File: src/rtl/core/presence_and_ambiguous_set_table_top_assert.svh
// ----------------------------------------------------------------------------
// Presence and ambiguous set table assertion macros
// Concurrent checks that compile away under synthesis.
// ----------------------------------------------------------------------------
`ifndef PRESENCE_AND_AMBIGUOUS_SET_TABLE_TOP_ASSERT_SVH
`define PRESENCE_AND_AMBIGUOUS_SET_TABLE_TOP_ASSERT_SVH

`ifndef SYNTHESIS

// same-cycle implication
`define PAST_ASSERT_IMPLY(label, clk, rst_n, ante, cons) \
  label: assert property (@(posedge clk) disable iff (!rst_n) (ante) |-> (cons)) \
    else $error("same-cycle check failed");

// next-cycle implication
`define PAST_ASSERT_NEXT(label, clk, rst_n, ante, cons) \
  label: assert property (@(posedge clk) disable iff (!rst_n) (ante) |=> (cons)) \
    else $error("next-cycle check failed");

`else

`define PAST_ASSERT_IMPLY(label, clk, rst_n, ante, cons)
`define PAST_ASSERT_NEXT(label, clk, rst_n, ante, cons)

`endif

`endif

File: src/rtl/core/pastbl_pkg.sv
// ----------------------------------------------------------------------------
// Presence and ambiguous set table package
// Request and result types, op and status codes shared by the table logic.
// ----------------------------------------------------------------------------
`default_nettype none

package pastbl_pkg;

  localparam int KEY_BITS   = 56;
  localparam int OP_BITS    = 3;
  localparam int LIMIT_BITS = 6;
  localparam int STAT_BITS  = 3;
  localparam int TOTAL_BITS = 6;

  localparam logic [OP_BITS-1:0] OP_INSERT    = 3'd0;
  localparam logic [OP_BITS-1:0] OP_EXTRACT   = 3'd1;
  localparam logic [OP_BITS-1:0] OP_AMBIG     = 3'd2;
  localparam logic [OP_BITS-1:0] OP_CLEAR     = 3'd3;
  localparam logic [OP_BITS-1:0] OP_READ_PRES = 3'd4;
  localparam logic [OP_BITS-1:0] OP_READ_AMB  = 3'd5;

  localparam logic [STAT_BITS-1:0] ST_ADDED      = 3'd0;
  localparam logic [STAT_BITS-1:0] ST_HELD       = 3'd1;
  localparam logic [STAT_BITS-1:0] ST_FULL       = 3'd2;
  localparam logic [STAT_BITS-1:0] ST_REMOVED    = 3'd3;
  localparam logic [STAT_BITS-1:0] ST_NOT_FOUND  = 3'd4;
  localparam logic [STAT_BITS-1:0] ST_CLEARED    = 3'd5;
  localparam logic [STAT_BITS-1:0] ST_ENTRY      = 3'd6;
  localparam logic [STAT_BITS-1:0] ST_EMPTY_READ = 3'd7;

  typedef struct packed {
    logic [OP_BITS-1:0]    op;
    logic [KEY_BITS-1:0]   item_key;
    logic [LIMIT_BITS-1:0] read_limit;
  } pastbl_in_t;

  typedef struct packed {
    logic [STAT_BITS-1:0]  status;
    logic [KEY_BITS-1:0]   entry_key;
    logic                  last;
    logic [TOTAL_BITS-1:0] present_total;
    logic [TOTAL_BITS-1:0] ambiguous_total;
  } pastbl_out_t;

endpackage

`default_nettype wire

File: src/rtl/core/presence_and_ambiguous_set_table_top.sv
// ----------------------------------------------------------------------------
// Presence and ambiguous set table
// Two bounded key sets held in RAM, searched and updated by a sequencer.
// ----------------------------------------------------------------------------
// A request is taken when start is high and busy is low; busy then stays high
// until the request's work is done. Each set is scanned one entry per cycle
// through its RAM read port for insert, ambiguous and extract; an extract
// hit then moves the last entry into the freed slot with one more read and a
// write. A read fetches min(count, read_limit) entries and raises no busy when
// that minimum is zero; clear and the unused op codes do not raise busy either.
// Results come out of a register in the cycle after they are formed, each on
// out_valid for exactly one cycle; the receiver cannot stall, and a read
// streams its entries on consecutive cycles with last on the final one. The
// final result of a request may appear in the cycle where busy has already
// dropped. No clearing pass is needed after reset: only entries below the
// count are ever used.
// ----------------------------------------------------------------------------
`default_nettype none

`include "presence_and_ambiguous_set_table_top_assert.svh"

module presence_and_ambiguous_set_table_top #(
  parameter int MAX_ENTRIES = 32
) (
  input  wire logic                    clk,
  input  wire logic                    rst_n,
  input  wire logic                    start,
  output logic                         busy,
  input  wire pastbl_pkg::pastbl_in_t  in_req,
  output logic                         out_valid,
  output pastbl_pkg::pastbl_out_t      out_res
);

  import pastbl_pkg::*;

  localparam int CW = $clog2(MAX_ENTRIES + 1);
  localparam int AW = (MAX_ENTRIES > 1) ? $clog2(MAX_ENTRIES) : 1;
  localparam int NW = (CW > LIMIT_BITS) ? CW : LIMIT_BITS;
  localparam logic [CW-1:0] MAX_CNT = CW'(MAX_ENTRIES);

  localparam logic [2:0] S_IDLE    = 3'd0;
  localparam logic [2:0] S_SCAN    = 3'd1;
  localparam logic [2:0] S_READ    = 3'd2;
  localparam logic [2:0] S_MOVE_RD = 3'd3;
  localparam logic [2:0] S_MOVE_WR = 3'd4;

  logic [2:0]          state_r, state_nxt;
  logic [CW-1:0]       pres_cnt_r, pres_cnt_nxt;
  logic [CW-1:0]       amb_cnt_r, amb_cnt_nxt;
  logic [CW-1:0]       iss_r, iss_nxt;
  logic                pend_r, pend_nxt;
  logic                out_valid_r, out_valid_nxt;

  logic [OP_BITS-1:0]  op_r, op_nxt;
  logic [KEY_BITS-1:0] key_r, key_nxt;
  logic [CW-1:0]       n_r, n_nxt;
  logic                sel_amb_r, sel_amb_nxt;
  logic [AW-1:0]       pend_idx_r, pend_idx_nxt;
  logic [AW-1:0]       hit_idx_r, hit_idx_nxt;
  pastbl_out_t         out_res_r, out_res_nxt;

  logic [AW-1:0]       raddr;
  logic [AW-1:0]       waddr;
  logic [KEY_BITS-1:0] wdata;
  logic                we_p, we_a;
  logic [KEY_BITS-1:0] rdata_p, rdata_a, rdata;
  logic [CW-1:0]       cur_cnt;
  logic [CW-1:0]       last_idx;

  pastbl_ram #(.DEPTH(MAX_ENTRIES), .WIDTH(KEY_BITS)) u_pres_ram (
    .clk   (clk),
    .we    (we_p),
    .waddr (waddr),
    .wdata (wdata),
    .raddr (raddr),
    .rdata (rdata_p)
  );

  pastbl_ram #(.DEPTH(MAX_ENTRIES), .WIDTH(KEY_BITS)) u_amb_ram (
    .clk   (clk),
    .we    (we_a),
    .waddr (waddr),
    .wdata (wdata),
    .raddr (raddr),
    .rdata (rdata_a)
  );

  assign rdata    = sel_amb_r ? rdata_a : rdata_p;
  assign cur_cnt  = sel_amb_r ? amb_cnt_r : pres_cnt_r;
  assign last_idx = pres_cnt_r - 1'b1;

  always_comb begin
    logic                 emit;
    logic [STAT_BITS-1:0] st;
    logic [KEY_BITS-1:0]  ekey;
    logic                 lst;
    logic [CW-1:0]        acc_cnt;
    logic [NW-1:0]        lim_ext;
    logic [CW-1:0]        acc_n;

    state_nxt    = state_r;
    pres_cnt_nxt = pres_cnt_r;
    amb_cnt_nxt  = amb_cnt_r;
    iss_nxt      = iss_r;
    pend_nxt     = pend_r;
    op_nxt       = op_r;
    key_nxt      = key_r;
    n_nxt        = n_r;
    sel_amb_nxt  = sel_amb_r;
    pend_idx_nxt = pend_idx_r;
    hit_idx_nxt  = hit_idx_r;

    raddr = iss_r[AW-1:0];
    waddr = cur_cnt[AW-1:0];
    wdata = key_r;
    we_p  = 1'b0;
    we_a  = 1'b0;

    emit = 1'b0;
    st   = ST_ADDED;
    ekey = '0;
    lst  = 1'b1;

    acc_cnt = (in_req.op == OP_READ_AMB) ? amb_cnt_r : pres_cnt_r;
    lim_ext = NW'(in_req.read_limit);
    acc_n   = (lim_ext < NW'(acc_cnt)) ? CW'(lim_ext) : acc_cnt;

    case (state_r)
      S_IDLE: begin
        if (start) begin
          op_nxt      = in_req.op;
          key_nxt     = in_req.item_key;
          n_nxt       = acc_n;
          sel_amb_nxt = (in_req.op == OP_AMBIG) || (in_req.op == OP_READ_AMB);
          iss_nxt     = '0;
          pend_nxt    = 1'b0;
          case (in_req.op)
            OP_INSERT, OP_EXTRACT, OP_AMBIG: begin
              state_nxt = S_SCAN;
            end
            OP_CLEAR: begin
              pres_cnt_nxt = '0;
              amb_cnt_nxt  = '0;
              emit         = 1'b1;
              st           = ST_CLEARED;
            end
            OP_READ_PRES, OP_READ_AMB: begin
              if (acc_n == '0) begin
                emit = 1'b1;
                st   = ST_EMPTY_READ;
              end else begin
                state_nxt = S_READ;
              end
            end
            default: begin
            end
          endcase
        end
      end

      S_SCAN: begin
        if (pend_r && (rdata == key_r)) begin
          pend_nxt = 1'b0;
          if (op_r == OP_EXTRACT) begin
            hit_idx_nxt = pend_idx_r;
            state_nxt   = S_MOVE_RD;
          end else begin
            emit      = 1'b1;
            st        = ST_HELD;
            state_nxt = S_IDLE;
          end
        end else if (iss_r < cur_cnt) begin
          // one read issued per cycle, compared when the data returns
          pend_nxt     = 1'b1;
          pend_idx_nxt = iss_r[AW-1:0];
          iss_nxt      = iss_r + 1'b1;
        end else begin
          pend_nxt  = 1'b0;
          state_nxt = S_IDLE;
          emit      = 1'b1;
          if (op_r == OP_EXTRACT) begin
            st = ST_NOT_FOUND;
          end else if (cur_cnt >= MAX_CNT) begin
            st = ST_FULL;
          end else begin
            st = ST_ADDED;
            if (sel_amb_r) begin
              we_a        = 1'b1;
              amb_cnt_nxt = amb_cnt_r + 1'b1;
            end else begin
              we_p         = 1'b1;
              pres_cnt_nxt = pres_cnt_r + 1'b1;
            end
          end
        end
      end

      S_MOVE_RD: begin
        raddr     = last_idx[AW-1:0];
        state_nxt = S_MOVE_WR;
      end

      S_MOVE_WR: begin
        // last entry fills the hole left by the hit
        we_p         = 1'b1;
        waddr        = hit_idx_r;
        wdata        = rdata_p;
        pres_cnt_nxt = last_idx;
        emit         = 1'b1;
        st           = ST_REMOVED;
        state_nxt    = S_IDLE;
      end

      S_READ: begin
        if (pend_r) begin
          emit = 1'b1;
          st   = ST_ENTRY;
          ekey = rdata;
          lst  = (iss_r == n_r);
        end
        if (iss_r < n_r) begin
          pend_nxt     = 1'b1;
          pend_idx_nxt = iss_r[AW-1:0];
          iss_nxt      = iss_r + 1'b1;
        end else if (pend_r) begin
          pend_nxt  = 1'b0;
          state_nxt = S_IDLE;
        end
      end

      default: begin
        state_nxt = S_IDLE;
      end
    endcase

    out_valid_nxt               = emit;
    out_res_nxt.status          = st;
    out_res_nxt.entry_key       = ekey;
    out_res_nxt.last            = lst;
    out_res_nxt.present_total   = TOTAL_BITS'(pres_cnt_nxt);
    out_res_nxt.ambiguous_total = TOTAL_BITS'(amb_cnt_nxt);
  end

  always_ff @(posedge clk) begin
    if (!rst_n) begin
      state_r     <= S_IDLE;
      pres_cnt_r  <= '0;
      amb_cnt_r   <= '0;
      iss_r       <= '0;
      pend_r      <= 1'b0;
      out_valid_r <= 1'b0;
    end else begin
      state_r     <= state_nxt;
      pres_cnt_r  <= pres_cnt_nxt;
      amb_cnt_r   <= amb_cnt_nxt;
      iss_r       <= iss_nxt;
      pend_r      <= pend_nxt;
      out_valid_r <= out_valid_nxt;
    end
  end

  always_ff @(posedge clk) begin
    op_r       <= op_nxt;
    key_r      <= key_nxt;
    n_r        <= n_nxt;
    sel_amb_r  <= sel_amb_nxt;
    pend_idx_r <= pend_idx_nxt;
    hit_idx_r  <= hit_idx_nxt;
    out_res_r  <= out_res_nxt;
  end

  assign busy      = (state_r != S_IDLE);
  assign out_valid = out_valid_r;
  assign out_res   = out_res_r;

  `PAST_ASSERT_IMPLY(a_cnt_bound, clk, rst_n, 1'b1,
                     (pres_cnt_r <= MAX_CNT) && (amb_cnt_r <= MAX_CNT))
  `PAST_ASSERT_NEXT(a_read_stream, clk, rst_n, out_valid && !out_res.last,
                    out_valid && (out_res.status == ST_ENTRY))
  `PAST_ASSERT_NEXT(a_clear, clk, rst_n, start && !busy && (in_req.op == OP_CLEAR),
                    out_valid && (out_res.status == ST_CLEARED) &&
                    (pres_cnt_r == '0) && (amb_cnt_r == '0))

endmodule

`default_nettype wire

File: src/rtl/core/pastbl_ram.sv
// ----------------------------------------------------------------------------
// Set table storage
// Single-port-write, single-port-read synchronous RAM with registered read.
// ----------------------------------------------------------------------------
`default_nettype none

module pastbl_ram #(
  parameter int DEPTH = 32,
  parameter int WIDTH = 56,
  localparam int AW = (DEPTH > 1) ? $clog2(DEPTH) : 1
) (
  input  wire logic             clk,
  input  wire logic             we,
  input  wire logic [AW-1:0]    waddr,
  input  wire logic [WIDTH-1:0] wdata,
  input  wire logic [AW-1:0]    raddr,
  output logic      [WIDTH-1:0] rdata
);

  logic [WIDTH-1:0] mem [DEPTH];
  logic [WIDTH-1:0] rdata_r;

  always_ff @(posedge clk) begin
    if (we) begin
      mem[waddr] <= wdata;
    end
    rdata_r <= mem[raddr];
  end

  assign rdata = rdata_r;

endmodule

`default_nettype wire
File: config.mk
export PLATFORM = sky130hd
export DESIGN_NAME = presence_and_ambiguous_set_table_top
export DESIGN_NICKNAME = d
export VERILOG_FILES = /design/src/rtl/core/pastbl_pkg.sv /design/src/rtl/core/presence_and_ambiguous_set_table_top.sv /design/src/rtl/core/pastbl_ram.sv
export VERILOG_INCLUDE_DIRS = /design/src /design/src/rtl/core
export SDC_FILE = /design/constraint.sdc
export NUM_CORES = 2
export LEC_CHECK = 0
export ABC_CLOCK_PERIOD_IN_PS = 7300
export BUFFER_PORTS_ARGS = -buffer_cell sky130_fd_sc_hd__buf_2
export CORE_ASPECT_RATIO = 1.5
export CORE_MARGIN = 2
export CORE_UTILIZATION = 57
export DETAILED_ROUTE_END_ITERATION = 10
export PLACE_DENSITY = 0.73
export SYNTH_ARGS = -nofsm -noshare
export SYNTH_HDL_FRONTEND = slang
export SYNTH_SLANG_ARGS = --single-unit
File: constraint.sdc
create_clock -name clk -period 7.3 [get_ports clk]
set_clock_uncertainty 0.15 [all_clocks]
set_input_delay 1.095 -clock clk [delete_from_list [all_inputs] [get_ports clk]]
set_output_delay 1.095 -clock clk [all_outputs]
set_load 0.05 [all_outputs]
# Word level (Yosys, flattened, before mapping)
# Memories as Yosys holds them, arrays and structs flattened. A register that Yosys moved wholly into a read port is not among the register bits.
# Cells that the tools add are included.
# totals
inputBits	68
ram_bits	3584
out_inout_bits	74
latchBits	0
romBits	0
n_memories	2
wordCells	145
ff_bits	171
# memory_table
name	words	width	read_ports	rd_ports_with_merged_regs	write_ports	line_no	rtl
u_amb_ram.mem	32	56	1	1	1	pastbl_ram.sv:20	logic [WIDTH-1:0] mem [DEPTH];
u_pres_ram.mem	32	56	1	1	1	pastbl_ram.sv:20	
# op_classes
shift	0
mux	80
n_lt_le_gt_ge	4
n_mul	0
eq_ne	21
reduce_logical	17
add_sub_neg	4
bitwise	0
n_div	0
# ops
cell	count
$mux W6	21
$mux W56	2
$eq A56 B56 Y1	1
$mux W3	12
$pmux W6 S3	2
$mux W1	26
$mux W5	5
$pmux W3 S4	2
$add A6 B1 Y6 const B	3
$lt A6 B6 Y1	3
$eq A3 B2 Y1 const B	4
$ne A2 B2 Y1 const B	6
$pmux W3 S2	2
$pmux W6 S2	1
$pmux W5 S2	1
$eq A3 B1 Y1 const B	3
$eq A3 B3 Y1 const B	3
$eq A6 B6 Y1	1
$ge A6 B6 Y1 const B	1
$logic_not A3 Y1	2
$logic_not A6 Y1	1
$ne A3 B3 Y1 const B	2
$reduce_and A2 Y1	3
$reduce_and A6 Y1	1
other kinds (15)	18

# Depth between registers and ports, before layout
# logic_depth
ltp_word	9
depth_mapped	12
mapped_depth_nobuf	11

# Modules after synthesis
# Synthesis repeated with hierarchy kept, for this count alone.
# unflattened
hier_cells	8632
hier_area_um2	150146.5
# modules_own_cells
mod	cells_per_inst	n_inst	area_per_inst_um2	seq_area_each_um2
pastbl_ram	3917	2	70794.1	54932.7
presence_and_ambiguous_set_table_top	798	1	8558.2	4184.0

# Worst setup path before layout
# Ideal clock, no wire load.
# synth_timing
path_kind	register to register
startpoint	register sel_amb_r
endpoint	memory u_amb_ram.mem[19][0], enable pin
path_stages_with_launch	13
period_less_slack_ns	5.597
t_arrival_ns	4.977
n_path_buf	3
required_time_ns	6.680
setup_ns	0.470
setup_slack_ns	1.703
cell_sequence	edfxtp_1 > buf_6 > buf_2 > mux2i_1 > ha_1 > o21a_1 > o21a_1 > o2111ai_1 > and2_1 > clkbuf_1 > nor4_2 > nand2_1 > nor2_1
# synth_via
elab_chain_cells	9
word_cells_on_any_way	15
classes_between	2 x order compare; 1 x eq/ne; 11 x mux; 1 x reduce/logical
# synth_rtl
element	line_no	rtl
start: declaration	presence_and_ambiguous_set_table_top.sv:57	logic sel_amb_r, sel_amb_nxt;
start signal: assignment	presence_and_ambiguous_set_table_top.sv:266	sel_amb_r <= sel_amb_nxt;
$mux W6	presence_and_ambiguous_set_table_top.sv:89	assign cur_cnt = sel_amb_r ? amb_cnt_r : pres_cnt_r;
$ge A6 B6 Y1	presence_and_ambiguous_set_table_top.sv:183	end else if (cur_cnt >= MAX_CNT) begin
$mux W1	presence_and_ambiguous_set_table_top.sv:183	
$mux W1	presence_and_ambiguous_set_table_top.sv:181	if (op_r == OP_EXTRACT) begin
$mux W1	presence_and_ambiguous_set_table_top.sv:172	end else if (iss_r < cur_cnt) begin
$mux W1	presence_and_ambiguous_set_table_top.sv:162	if (pend_r && (rdata == key_r)) begin
$mux W1	presence_and_ambiguous_set_table_top.sv:128	case (state_r)
$mux W1	pastbl_ram.sv:24	if (we) begin
$mux W1 (implied by the code)	pastbl_ram.sv:25	mem[waddr] <= wdata;
end: declaration	pastbl_ram.sv:20	
# Several ways; a longest one is shown, not always the timed one.

# Worst setup path in the final report
# layout_timing
startpoint	register sel_amb_r
endpoint	memory u_pres_ram.mem[27][43], enable pin
# layout_via
elab_chain_cells	9
word_cells_on_any_way	15
classes_between	2 x order compare; 1 x eq/ne; 11 x mux; 1 x reduce/logical
# layout_rtl
element	line_no
$mux W6	presence_and_ambiguous_set_table_top.sv:89
$ge A6 B6 Y1	presence_and_ambiguous_set_table_top.sv:183
$mux W1	presence_and_ambiguous_set_table_top.sv:183
$mux W1	presence_and_ambiguous_set_table_top.sv:181
$mux W1	presence_and_ambiguous_set_table_top.sv:172
$mux W1	presence_and_ambiguous_set_table_top.sv:162
$pmux W1 S2	presence_and_ambiguous_set_table_top.sv:128
$mux W1	pastbl_ram.sv:24
$mux W1 (implied by the code)	pastbl_ram.sv:25
end: declaration	pastbl_ram.sv:20
# Several ways; a longest one is shown, not always the timed one.

==> results.sh <==
export IMPL_outcome="complete, no violations"
export IMPL_grt_overflow_total=0
export IMPL_fmax_ghz=0.174
export IMPL_final_cells=11000
export IMPL_period_needed_ps=5760
export IMPL_clkLatencyLatePin_ps=920
export IMPL_slowest_stage="o21ai_2"
export IMPL_slew_headroom_pct=14.5
export IMPL_cts_tree="yes"
export IMPL_place_gp_congestion=1.02
export IMPL_p_total_mw=47.6
export IMPL_initial_core_util_pct=57.4
export IMPL_h_tree_depth=5
export IMPL_worst_slack_ps=1540
export IMPL_num_rows=228
export IMPL_synthFlopType="edfxtp_1"
export IMPL_path_cells="buf_12 -> mux2i_1 -> nor2_1 -> nor4_1 -> nand4_1 -> nor4_2 -> buf_4 -> nor3_2 -> o21ai_2 -> nor2_4 -> buf_4"
export IMPL_clk_pin_slew_worst_paths_ps=70
export IMPL_worst_pin_slew_ps=1280
export IMPL_whs_ps=216
export IMPL_ctsResizeCount=0
export IMPL_yosysWarnings=0
export IMPL_drt_iter0_markers=11000
export IMPL_finish_utilization_pct=64.4
export IMPL_avgSynthCellArea_um2=21.4
export IMPL_holdBufCountCts=0
export IMPL_powerDensity_nw_per_um2=287
export IMPL_maxCapViolations=0
export IMPL_viasPerCell=6.74
export IMPL_io_pin_count=142
export IMPL_cts_num_sinks=3867
export IMPL_grt_pass1_wl_mm=568
export IMPL_core_um2=257000
export IMPL_ir_drop_uv=186
export IMPL_grt_pass1_vias=73800
export IMPL_num_vias=74400
export IMPL_ant_nets=0
export IMPL_areaGrowthSynthToFinish_pct=12.2
export IMPL_placed_area_um2=154000
export IMPL_worstSetupPathType="reg2reg"
export IMPL_cts_root_buf="clkbuf_16"
export IMPL_wl_per_cell_um=37.0
export IMPL_antenna_found_initial=39
export IMPL_p_leak_nw=54.3
export IMPL_port_buffers=141
export IMPL_grt_max_degree=119
export IMPL_drc_errors=0
export IMPL_finalNetCount=7389
export IMPL_mappedNetlistArea_um2=148000
export IMPL_end_kind="register"
export IMPL_cpPeakStageDelay_ps=790
export IMPL_grtUsageTotal_pct=31.2
export IMPL_drive_above_1_share_pct=27.8
export IMPL_crit_arrival_ps=6090
export IMPL_hpwl_mm=243
export IMPL_rsz0062_at_grt="false"
export IMPL_worst_path_most_repeated_cell="buf_4"
export IMPL_cts_buffer_depth=4
export IMPL_synth_cells=6903
export IMPL_place_ws_ps=1740
export IMPL_wirelength_mm=409
export IMPL_path_max_fanout=56
export IMPL_dpl_cell_count=10400
export IMPL_dieHeight_um=627
export IMPL_cts_setup_buffers=0
export IMPL_tns_ps=0
export IMPL_fin_area_um2=166000
export IMPL_cts_inserted_buffers=347
export IMPL_slew_violations=0
export IMPL_critPathLaunchType="register"
export IMPL_syn_num_nets=6991
export IMPL_crit_required_ps=7630
export IMPL_hold_class="in2reg"
export IMPL_period_share_pct=78.9
export IMPL_die_x_um=420
export IMPL_synth_edf_count=3660
export IMPL_finalSetupViolCount=0
export IMPL_synthArstFlopShare_pct=0
export IMPL_firstDrtPassIters=9
export IMPL_die_area_um2=263000
export IMPL_ys_seq_elements=3867
export IMPL_ys_seq_area_share_pct=77.2
export IMPL_hold_viol_final=0
export IMPL_yosysUniqueCellTypes=60
area by class of cell:
class / instances / area (um^2)
clock buffer: 437 / 9310
clock inverter: 179 / 1830
timing repair buffer: 414 / 3420
fill: 16700 / 91600
antenna: 29 / 72.6
tap: 3450 / 4320
multi-input combinational: 2654 / 32600
inverter: 17 / 63.8
sequential: 3867 / 114000
power breakdown:
part | leakage, nW | switching (mW) | total (mW) | internal (mW)
clock network | 5.43 | 7.94 | 18.2 | 10.3
logic | 14.3 | 2.63 | 4.35 | 1.72
registers | 34.6 | 0.278 | 25.1 | 24.8
Yosys cell counts (9+ instances only):
cell         n  area (um^2)
mux2i_1    296         2960
nor4_1      30          188
nand3_1     19         95.1
edfxtp_1  3660       110000
mux4_2     896        20200
dfxtp_1    207         4140
nor2_1     272         1020
buf_2      105          526
clkbuf_1   194          728
xnor2_1     60          526
o211ai_1   118          886
a21oi_1    141          706
o21ai_0    131          656
o21a_1       9         67.6
mux2_2     224         2520
nand2_1    330         1240
nor3_1      14         70.1
inv_1       17         63.8
and2_1      11         68.8
buf_1       61          229
ha_1        20          250
sequential cells by signal (all words and copies together), names as in the netlist, 3 cells and up:
signal,count
u_amb_ram.mem,1792
u_pres_ram.mem,1792
out_res,72
key_r,56
u_amb_ram.rdata,56
u_pres_ram.rdata,56
amb_cnt_r,6
iss_r,6
n_r,6
pres_cnt_r,6
hit_idx_r,5
pend_idx_r,5
op_r,3
state_r,3
cells by family (layout without fill, tap and decap cells):
group | count (synthesis) | in the layout | synth area share (%)
other cells | 0 | 29 | 0
mux | 1416 | 1416 | 17.4
flops | 3867 | 3867 | 77.2
fa+ha+maj | 20 | 20 | 0.169
simple gates | 710 | 710 | 1.98
compound gates | 447 | 447 | 1.83
buf+inv | 382 | 1047 | 1.08
xor+xnor | 61 | 61 | 0.362
worst paths after layout:
path	endpoint	slack, ps	cells after the start	start
setup / recovery	u_pres_ram.mem[27][43]$_DFFE_PP_	1540	11	sel_amb_r$_DFFE_PP_
hold / removal	key_r[48]$_DFFE_PP_	220	1	in_req[54]
setup reg to reg	u_pres_ram.mem[27][43]$_DFFE_PP_	1540	11	sel_amb_r$_DFFE_PP_
hold reg to reg	hit_idx_r[2]$_DFFE_PP_	280	0	pend_idx_r[2]$_DFFE_PP_
cells in the final DEF (no fill, tap or decap), drive strengths merged, types with 8 or more instances in the layout:
| cell type | Yosys | final |
|---|---|---|
| edfxtp | 3660 | 3660 |
| mux4 | 896 | 896 |
| clkbuf | 194 | 437 |
| buf | 171 | 414 |
| nand2 | 330 | 330 |
| mux2i | 296 | 296 |
| nor2 | 272 | 272 |
| mux2 | 224 | 224 |
| dfxtp | 207 | 207 |
| a21oi | 141 | 141 |
| o21ai | 141 | 141 |
| clkinv | 0 | 124 |
| o211ai | 118 | 118 |
| xnor2 | 60 | 60 |
| bufinv | 0 | 34 |
| nor4 | 32 | 32 |
| diode | 0 | 29 |
| inv | 17 | 27 |
| ha | 20 | 20 |
| nand3 | 19 | 19 |
| nor3 | 15 | 15 |
| clkinvlp | 0 | 11 |
| and2 | 11 | 11 |
| o21a | 9 | 9 |
| nand4 | 8 | 8 |
routing by layer:
| layer | vias to the layer above | routed length [um] | track usage, % |
|---|---|---|---|
| met3 | 946 | 47300 | 8.92 |
| met2 | 4815 | 193000 | 48.1 |
| met5 | - | 74 | 0.559 |
| li1 | 29300 | - | - |
| met4 | 12 | 25000 | 16.8 |
| met1 | 39400 | 143000 | 40.6 |
worst max-delay path, delay by kind of cell (launching register included):
kind            cells  cell delay [ps]
compound gates      1              790
buf+inv             3             1260
mux                 1              510
flops               1              680
simple gates        6             1760
No activity file was read; power rests on OpenSTA's default activity.
